$ cat src/spq_pkg.sv
`default_nettype none

package spq_pkg;

  // store geometry
  localparam int DEPTH = 16;
  localparam int KEY_W = 32;
  localparam int CNT_W = $clog2(DEPTH + 1);
  localparam int OCC_W = 5;
  localparam int STS_W = 2;

  // operation codes
  typedef enum logic {
    CMD_PUSH = 1'b0,
    CMD_POP  = 1'b1
  } cmd_t;

  // result status codes
  localparam logic [STS_W-1:0] STS_DONE      = 2'd0;
  localparam logic [STS_W-1:0] STS_FULL      = 2'd1;
  localparam logic [STS_W-1:0] STS_POP_EMPTY = 2'd2;

  // controller states
  typedef enum logic [1:0] {
    ST_IDLE = 2'b01,
    ST_HOLD = 2'b10
  } state_t;

  // controller to datapath commands
  typedef struct packed {
    logic execute;
  } dp_cmd_t;

endpackage

`default_nettype wire

$ cat src/spq_ctrl.sv
`default_nettype none

module spq_ctrl
  import spq_pkg::*;
(
  input  wire logic    clk,
  input  wire logic    rst,
  input  wire logic    in_valid,
  output logic         in_ready,
  output logic         out_valid,
  input  wire logic    out_ready,
  output dp_cmd_t      dp_cmd
);

  state_t state;
  state_t state_next;

  // a new transaction is taken whenever the result slot is free or being drained
  assign in_ready        = (state == ST_IDLE) || out_ready;
  assign out_valid       = (state == ST_HOLD);
  assign dp_cmd.execute  = in_valid && in_ready;

  // next state
  always_comb begin
    state_next = state;
    unique case (state)
      ST_IDLE: begin
        if (dp_cmd.execute) state_next = ST_HOLD;
      end
      ST_HOLD: begin
        if (out_ready && !dp_cmd.execute) state_next = ST_IDLE;
      end
      default: state_next = ST_IDLE;
    endcase
  end

  always_ff @(posedge clk) begin
    if (rst) begin
      state <= ST_IDLE;
    end else begin
      state <= state_next;
    end
  end

endmodule

`default_nettype wire

$ cat src/spq_datapath.sv
`default_nettype none

module spq_datapath
  import spq_pkg::*;
(
  input  wire logic                    clk,
  input  wire logic                    rst,
  input  wire dp_cmd_t                 dp_cmd,
  input  wire logic                    command,
  input  wire logic signed [KEY_W-1:0] key,
  output logic signed [KEY_W-1:0]      popped_key,
  output logic [STS_W-1:0]             status,
  output logic [OCC_W-1:0]             occupancy
);

  logic signed [KEY_W-1:0] keys [DEPTH];
  logic signed [KEY_W-1:0] keys_next [DEPTH];
  logic [CNT_W-1:0]        count;
  logic [CNT_W-1:0]        count_next;
  logic [DEPTH-1:0]        le;
  logic                    is_full;
  logic                    is_empty;
  logic                    do_push;
  logic                    do_pop;
  logic [CNT_W+OCC_W-1:0]  occ_ext;

  assign is_full  = (count == CNT_W'(DEPTH));
  assign is_empty = (count == '0);
  assign do_push  = dp_cmd.execute && (cmd_t'(command) == CMD_PUSH) && !is_full;
  assign do_pop   = dp_cmd.execute && (cmd_t'(command) == CMD_POP) && !is_empty;

  // per-entry compare: occupied entry holds a key not above the new one
  always_comb begin
    for (int i = 0; i < DEPTH; i++) begin
      le[i] = (CNT_W'(i) < count) && (keys[i] <= key);
    end
  end

  // parallel shift: up by one past the insert point, down by one on pop
  always_comb begin
    for (int i = 0; i < DEPTH; i++) begin
      keys_next[i] = keys[i];
    end
    if (do_push) begin
      if (!le[0]) begin
        keys_next[0] = key;
      end
      for (int i = 1; i < DEPTH; i++) begin
        if (le[i]) begin
          keys_next[i] = keys[i];
        end else if (le[i-1]) begin
          keys_next[i] = key;
        end else begin
          keys_next[i] = keys[i-1];
        end
      end
    end else if (do_pop) begin
      for (int i = 0; i < DEPTH - 1; i++) begin
        keys_next[i] = keys[i+1];
      end
    end
  end

  // entry count
  always_comb begin
    count_next = count;
    if (do_push) count_next = count + CNT_W'(1);
    else if (do_pop) count_next = count - CNT_W'(1);
  end

  always_ff @(posedge clk) begin
    if (do_push || do_pop) begin
      for (int i = 0; i < DEPTH; i++) keys[i] <= keys_next[i];
    end
  end

  always_ff @(posedge clk) begin
    if (rst) begin
      count <= '0;
    end else begin
      count <= count_next;
    end
  end

  // result register, loaded once per transaction
  assign occ_ext = {{OCC_W{1'b0}}, count_next};

  always_ff @(posedge clk) begin
    if (dp_cmd.execute) begin
      occupancy  <= occ_ext[OCC_W-1:0];
      popped_key <= do_pop ? keys[0] : '0;
      priority if (cmd_t'(command) == CMD_PUSH && is_full) begin
        status <= STS_FULL;
      end else if (cmd_t'(command) == CMD_POP && is_empty) begin
        status <= STS_POP_EMPTY;
      end else begin
        status <= STS_DONE;
      end
    end
  end

endmodule

`default_nettype wire

$ cat src/sorted_array_priority_queue.sv
`default_nettype none

// Ascending priority queue of signed 32-bit keys, held sorted in DEPTH registers.
// A push (command 0) places its key after every stored key that is less than or
// equal to it, so equal keys leave in arrival order; a pop (command 1) returns the
// smallest key. Every transaction gives exactly one result, in the cycle after it is
// accepted: status 1 marks a push into a full queue, status 2 a pop of an empty
// queue, and occupancy is the count held afterwards. One transaction per cycle is
// sustained while the receiver drains each result: each entry compares itself to
// the new key and shifts in the same cycle, and the result register frees as it is
// drained. No clearing pass follows reset; the queue is empty at once.
module sorted_array_priority_queue
  import spq_pkg::*;
(
  input  wire logic                    clk,
  input  wire logic                    rst,
  input  wire logic                    in_valid,
  output logic                         in_ready,
  input  wire logic                    command,
  input  wire logic signed [KEY_W-1:0] key,
  output logic                         out_valid,
  input  wire logic                    out_ready,
  output logic signed [KEY_W-1:0]      popped_key,
  output logic [STS_W-1:0]             status,
  output logic [OCC_W-1:0]             occupancy
);

  dp_cmd_t dp_cmd;

  // handshake control
  spq_ctrl u_ctrl (
    .clk       (clk),
    .rst       (rst),
    .in_valid  (in_valid),
    .in_ready  (in_ready),
    .out_valid (out_valid),
    .out_ready (out_ready),
    .dp_cmd    (dp_cmd)
  );

  // sorted store and result register
  spq_datapath u_dp (
    .clk        (clk),
    .rst        (rst),
    .dp_cmd     (dp_cmd),
    .command    (command),
    .key        (key),
    .popped_key (popped_key),
    .status     (status),
    .occupancy  (occupancy)
  );

`ifndef SYNTHESIS
  // an empty result slot never blocks input
  a_ready_when_free: assert property (@(posedge clk) disable iff (rst)
    !out_valid |-> in_ready) else $error("input stalled with no result held");

  // an accepted transaction shows its result next cycle
  a_result_follows: assert property (@(posedge clk) disable iff (rst)
    (in_valid && in_ready) |=> out_valid) else $error("result missing after transaction");

  // a failed pop reports an empty queue and no key
  a_pop_empty: assert property (@(posedge clk) disable iff (rst)
    (out_valid && status == STS_POP_EMPTY) |-> (popped_key == '0 && occupancy == '0))
    else $error("pop on empty queue reported inconsistently");

  // a rejected push never reports a popped key
  a_full_nokey: assert property (@(posedge clk) disable iff (rst)
    (out_valid && status == STS_FULL) |-> (popped_key == '0))
    else $error("rejected push carries a key");
`endif

endmodule

`default_nettype wire

$ cat config.mk
export PLATFORM = sky130hd
export DESIGN_NAME = sorted_array_priority_queue
export DESIGN_NICKNAME = d
export VERILOG_FILES = /design/src/spq_pkg.sv /design/src/spq_ctrl.sv /design/src/spq_datapath.sv /design/src/sorted_array_priority_queue.sv
export SDC_FILE = /design/constraint.sdc
export NUM_CORES = 2
export LEC_CHECK = 0
export BUFFER_PORTS_ARGS = -buffer_cell sky130_fd_sc_hd__buf_2
export CAP_MARGIN = 10
export CORE_MARGIN = 5
export CORE_UTILIZATION = 40
export CTS_CLUSTER_SIZE = 16
export DETAILED_ROUTE_END_ITERATION = 16
export GPL_ROUTABILITY_DRIVEN = 0
export GPL_TIMING_DRIVEN = 0
export PLACE_DENSITY = 0.52
export SYNTH_ARGS = -nofsm -noshare
export SYNTH_HDL_FRONTEND = slang
export SYNTH_SLANG_ARGS = --single-unit
$ cat constraint.sdc
create_clock -name clk -period 10.7 [get_ports clk]
set_clock_uncertainty 0.2 [all_clocks]
set_input_delay 0.535 -clock clk [delete_from_list [all_inputs] [get_ports clk]]
set_output_delay 0.535 -clock clk [all_outputs]
set_load 0.03 [all_outputs]
==> out/qor.txt <==
post-CTS setup buffer count: 0
Vias: 36400
Mapped Area: 40400 sq um
# fillers: 9882
DRC: 0
Initial Util: 40.3%
Max transition margin: 5.20%
Nets: 5066
FF+latch count, synth: 558
GRT Residual Overflow: 0
asr flop ratio synth: 0%
area grow syn2layout: 12.0%
Logic pwr share: 24.6%
Crit Path Category: in2reg
largest net degree at the start of global routing: 40
number of synthesized flops with an enable pin: 551
DR iter-0 viols: 4168
Clk pwr share: 34.0%
Die Y: 328 um
Final ANT Viol Nets: 0
Clock Latency Late Sink: 0.64 ns
Die ar.: 107000 sq um
cts repair resizes: 0
global-route wire length before repair: 218000 um
minimum clock period: 5.07 ns
Worst-path clk slew: 0.06 ns
sequential-to-total area share from yosys stat: 41.4%
dominant synthesized flop cell: edfxtp_1
register area: 16700 sq um
Post-Synthesis Mean Instance Area: 9.29 sq um
Fmax: 197 MHz
routed len/inst: 25.2 um
DP Wirelength: 119000 um
largest fanout on the critical path: 24
Lkg Pwr: 0.0173 uW
Rows: 116
PortBufs: 77
Critical Path AT: 5.20 ns
maximum VDD drop: 0.104 mV
Max Cap Viol: 0
H-tree depth: 3
total iterations of the first detailed-routing run: 6
Multi-input gate area: 22300 sq um
number of distinct library cells after synthesis: 72
PwrDens: 161 nW/um^2
clock buffer count from CTS: 72
Internal: 4850 uW
Hold/Removal Path Class: in2reg
vias in the first global route: 34400
status: finished, final reports clean
via/cell ratio: 6.21
Critical Path End Type: register
final hold viol count: 0
Reg power frac: 41.4%
Top Ports: 78
GRT Total Usage: 26.4%
setup TNS: 0 ns
clk sink count: 558
Slew @ Worst Pin: 1.41 ns
fraction of layout instances using a drive strength above 1: 7.49%
Startpoint Class: primary input
Slew Viols, Final: 0
Sw Share: 33.3%
syn_nets: 4895
maximum buffer depth of the clock tree: 3
Placeable Area: 100000 sq um
worst endpoint required time: 10.83 ns
RSZ-0062 raised after global routing: false
synth warn: 0
CTS tree: done
initial antenna violation count: 0
setup violators final: 0
synthesized instance count: 4343
WL final: 148000 um
period utilization: 47.4%
clk root buf: clkbuf_16
P_sw: 2420 uW
chip width: 328 um
Final Power: 7270 uW
[cells in the mapped netlist, types with 4 or more instances]
| library cell | count | area (sq um) |
|---|---|---|
| buf_2 | 40 | 200 |
| o21ai_0 | 514 | 2570 |
| a22oi_1 | 5 | 37.5 |
| nand4_1 | 121 | 757 |
| nor4_2 | 5 | 62.6 |
| nor4_1 | 24 | 150 |
| or3_1 | 10 | 62.6 |
| nor2_1 | 494 | 1850 |
| clkbuf_1 | 254 | 953 |
| mux2_4 | 29 | 435 |
| nand3_1 | 492 | 2460 |
| a211oi_1 | 13 | 97.6 |
| a211oi_2 | 8 | 100 |
| o211ai_1 | 28 | 210 |
| nand2b_1 | 4 | 25.0 |
| edfxtp_1 | 551 | 16500 |
| or4_1 | 6 | 45.0 |
| nand2_1 | 172 | 646 |
| a2111oi_0 | 11 | 96.3 |
| dfxtp_1 | 7 | 140 |
| inv_1 | 60 | 225 |
| a221oi_1 | 9 | 78.8 |
| a21o_1 | 41 | 308 |
| o2bb2ai_1 | 8 | 70.1 |
| clkbuf_2 | 18 | 90.1 |
| a211o_1 | 12 | 105 |
| a32o_1 | 10 | 100 |
| or2_2 | 5 | 31.3 |
| nor3_1 | 21 | 105 |
| buf_1 | 10 | 37.5 |
| ha_1 | 515 | 6440 |
| o21a_1 | 13 | 97.6 |
| o21ai_1 | 34 | 170 |
| o31a_1 | 5 | 43.8 |
| nor2b_1 | 32 | 200 |
| and3_1 | 37 | 231 |
| a32oi_1 | 10 | 87.6 |
| o31ai_1 | 4 | 30.0 |
| a21boi_0 | 8 | 60.1 |
| a31oi_1 | 451 | 2820 |
| a21oi_1 | 201 | 1010 |
[what timing repair did]
action                     4_1_cts  5_1_grt
hold buffers                     1        0
hold endpoints to repair         5        0
setup endpoints to repair        0        0
[worst max-delay path, stage by stage]
cell	delay, ns
buf_2	0.16
inv_1	0.75
ha_1	0.27
nand4_1	0.18
nor4_1	1.18
o41a_1	0.50
or3_1	0.16
clkbuf_1	0.37
buf_2	0.31
nand2_1	0.12
o21ai_4	0.37
buf_12	0.25
[layer usage]
metal	part of all wire [%]	wire [um]	GRT usage, %	vias to the layer above
met4	2.6	3860	6.84	0
met5	0	0	0	-
met1	48	71300	40.5	17600
met2	42	62000	38.9	1373
met3	7.2	10600	3.83	183
li1	-	-	-	17200
[flip-flops by register name (all words and copies together) (netlist names)]
register	flops
u_ctrl.state	2
u_dp.count	5
u_dp.keys	512
u_dp.occupancy	5
u_dp.popped_key	32
u_dp.status	2
[layout make-up]
cell class / count / area share, %
clock buffer: 91 / 4.29
inverter: 60 / 0.498
tap: 1298 / 3.59
buffer: 329 / 3.05
antenna: 1 / 0.00554
sequential: 558 / 36.9
clock inverter: 35 / 0.761
multi-input combinational: 3396 / 49.2
timing repair buffer: 97 / 1.67
[power groups by stage]
| stage | clock, uW | combinational [uW] | sequential (uW) |
|---|---|---|---|
| after floorplan | 0 | 1160 | 3000 |
| after global placement | 0 | 1650 | 3090 |
| after detailed placement | 0 | 1750 | 3050 |
| after CTS | 2510 | 1760 | 3010 |
| after global routing | 2590 | 1990 | 3030 |
| final | 2480 | 1790 | 3010 |
[cells in the final DEF (no fill, tap or decap), drive strengths merged, types with 21 or more instances in the layout]
master / netlist / layout
clkbuf: 272 / 364
nor4: 30 / 30
buf: 57 / 152
nand3: 492 / 492
nor2b: 32 / 32
edfxtp: 551 / 551
mux2: 32 / 32
inv: 60 / 63
ha: 515 / 515
a21oi: 203 / 203
o21ai: 548 / 548
clkinv: 0 / 25
and3: 38 / 38
nand2: 173 / 173
nor3: 21 / 21
a211oi: 21 / 21
nor2: 495 / 495
nand4: 121 / 121
a31oi: 451 / 451
a21o: 41 / 41
o211ai: 28 / 28
[kinds of logic after synthesis]
| kind of cell | synth area share (%) |
|---|---|
| muxes | 1.16 |
| xor gates and xnor gates | 0.0651 |
| buffers and inverters | 3.97 |
| adders and majority gates | 16.0 |
| DFF | 41.4 |
| and+or+nand+nor | 16.8 |
| AOI/OAI and AO/OA | 20.7 |
[path summary, 6_finish.rpt]
| check | startpoint | end | slack, ns | cells past startpoint |
|---|---|---|---|---|
| worst min-delay path | in_valid | u_ctrl.state[0] | 0.13 | 3 |
| worst min register to register | u_dp.keys[0][59] | u_dp.keys[0][27] | 0.41 | 2 |
| worst max-delay path | key[24] | u_dp.keys[1][106] | 5.63 | 12 |
| worst max register to register | u_dp.count[4] | u_dp.keys[0][135] | 5.67 | 8 |
[metrics by stage]
step / worst slack (ns) / hold slack, ns / utilization, % / instances / cell area (sq um)
2_1_floorplan: 5.12 / 0.349 / - / 4343 / 40400
6_report: 5.63 / 0.131 / 45.1 / 5865 / 45200
3_5_place_dp: 5.27 / 0.385 / 42.8 / 5734 / 42900
5_1_grt: 5.65 / 0.155 / 45.1 / 5864 / 45200
3_3_place_gp: 2.20 / 0.386 / 42.3 / 5718 / 42400
4_1_cts: 5.72 / 0.109 / 45.1 / 5861 / 45200
Note: power is estimated with default switching activity, not from simulation.
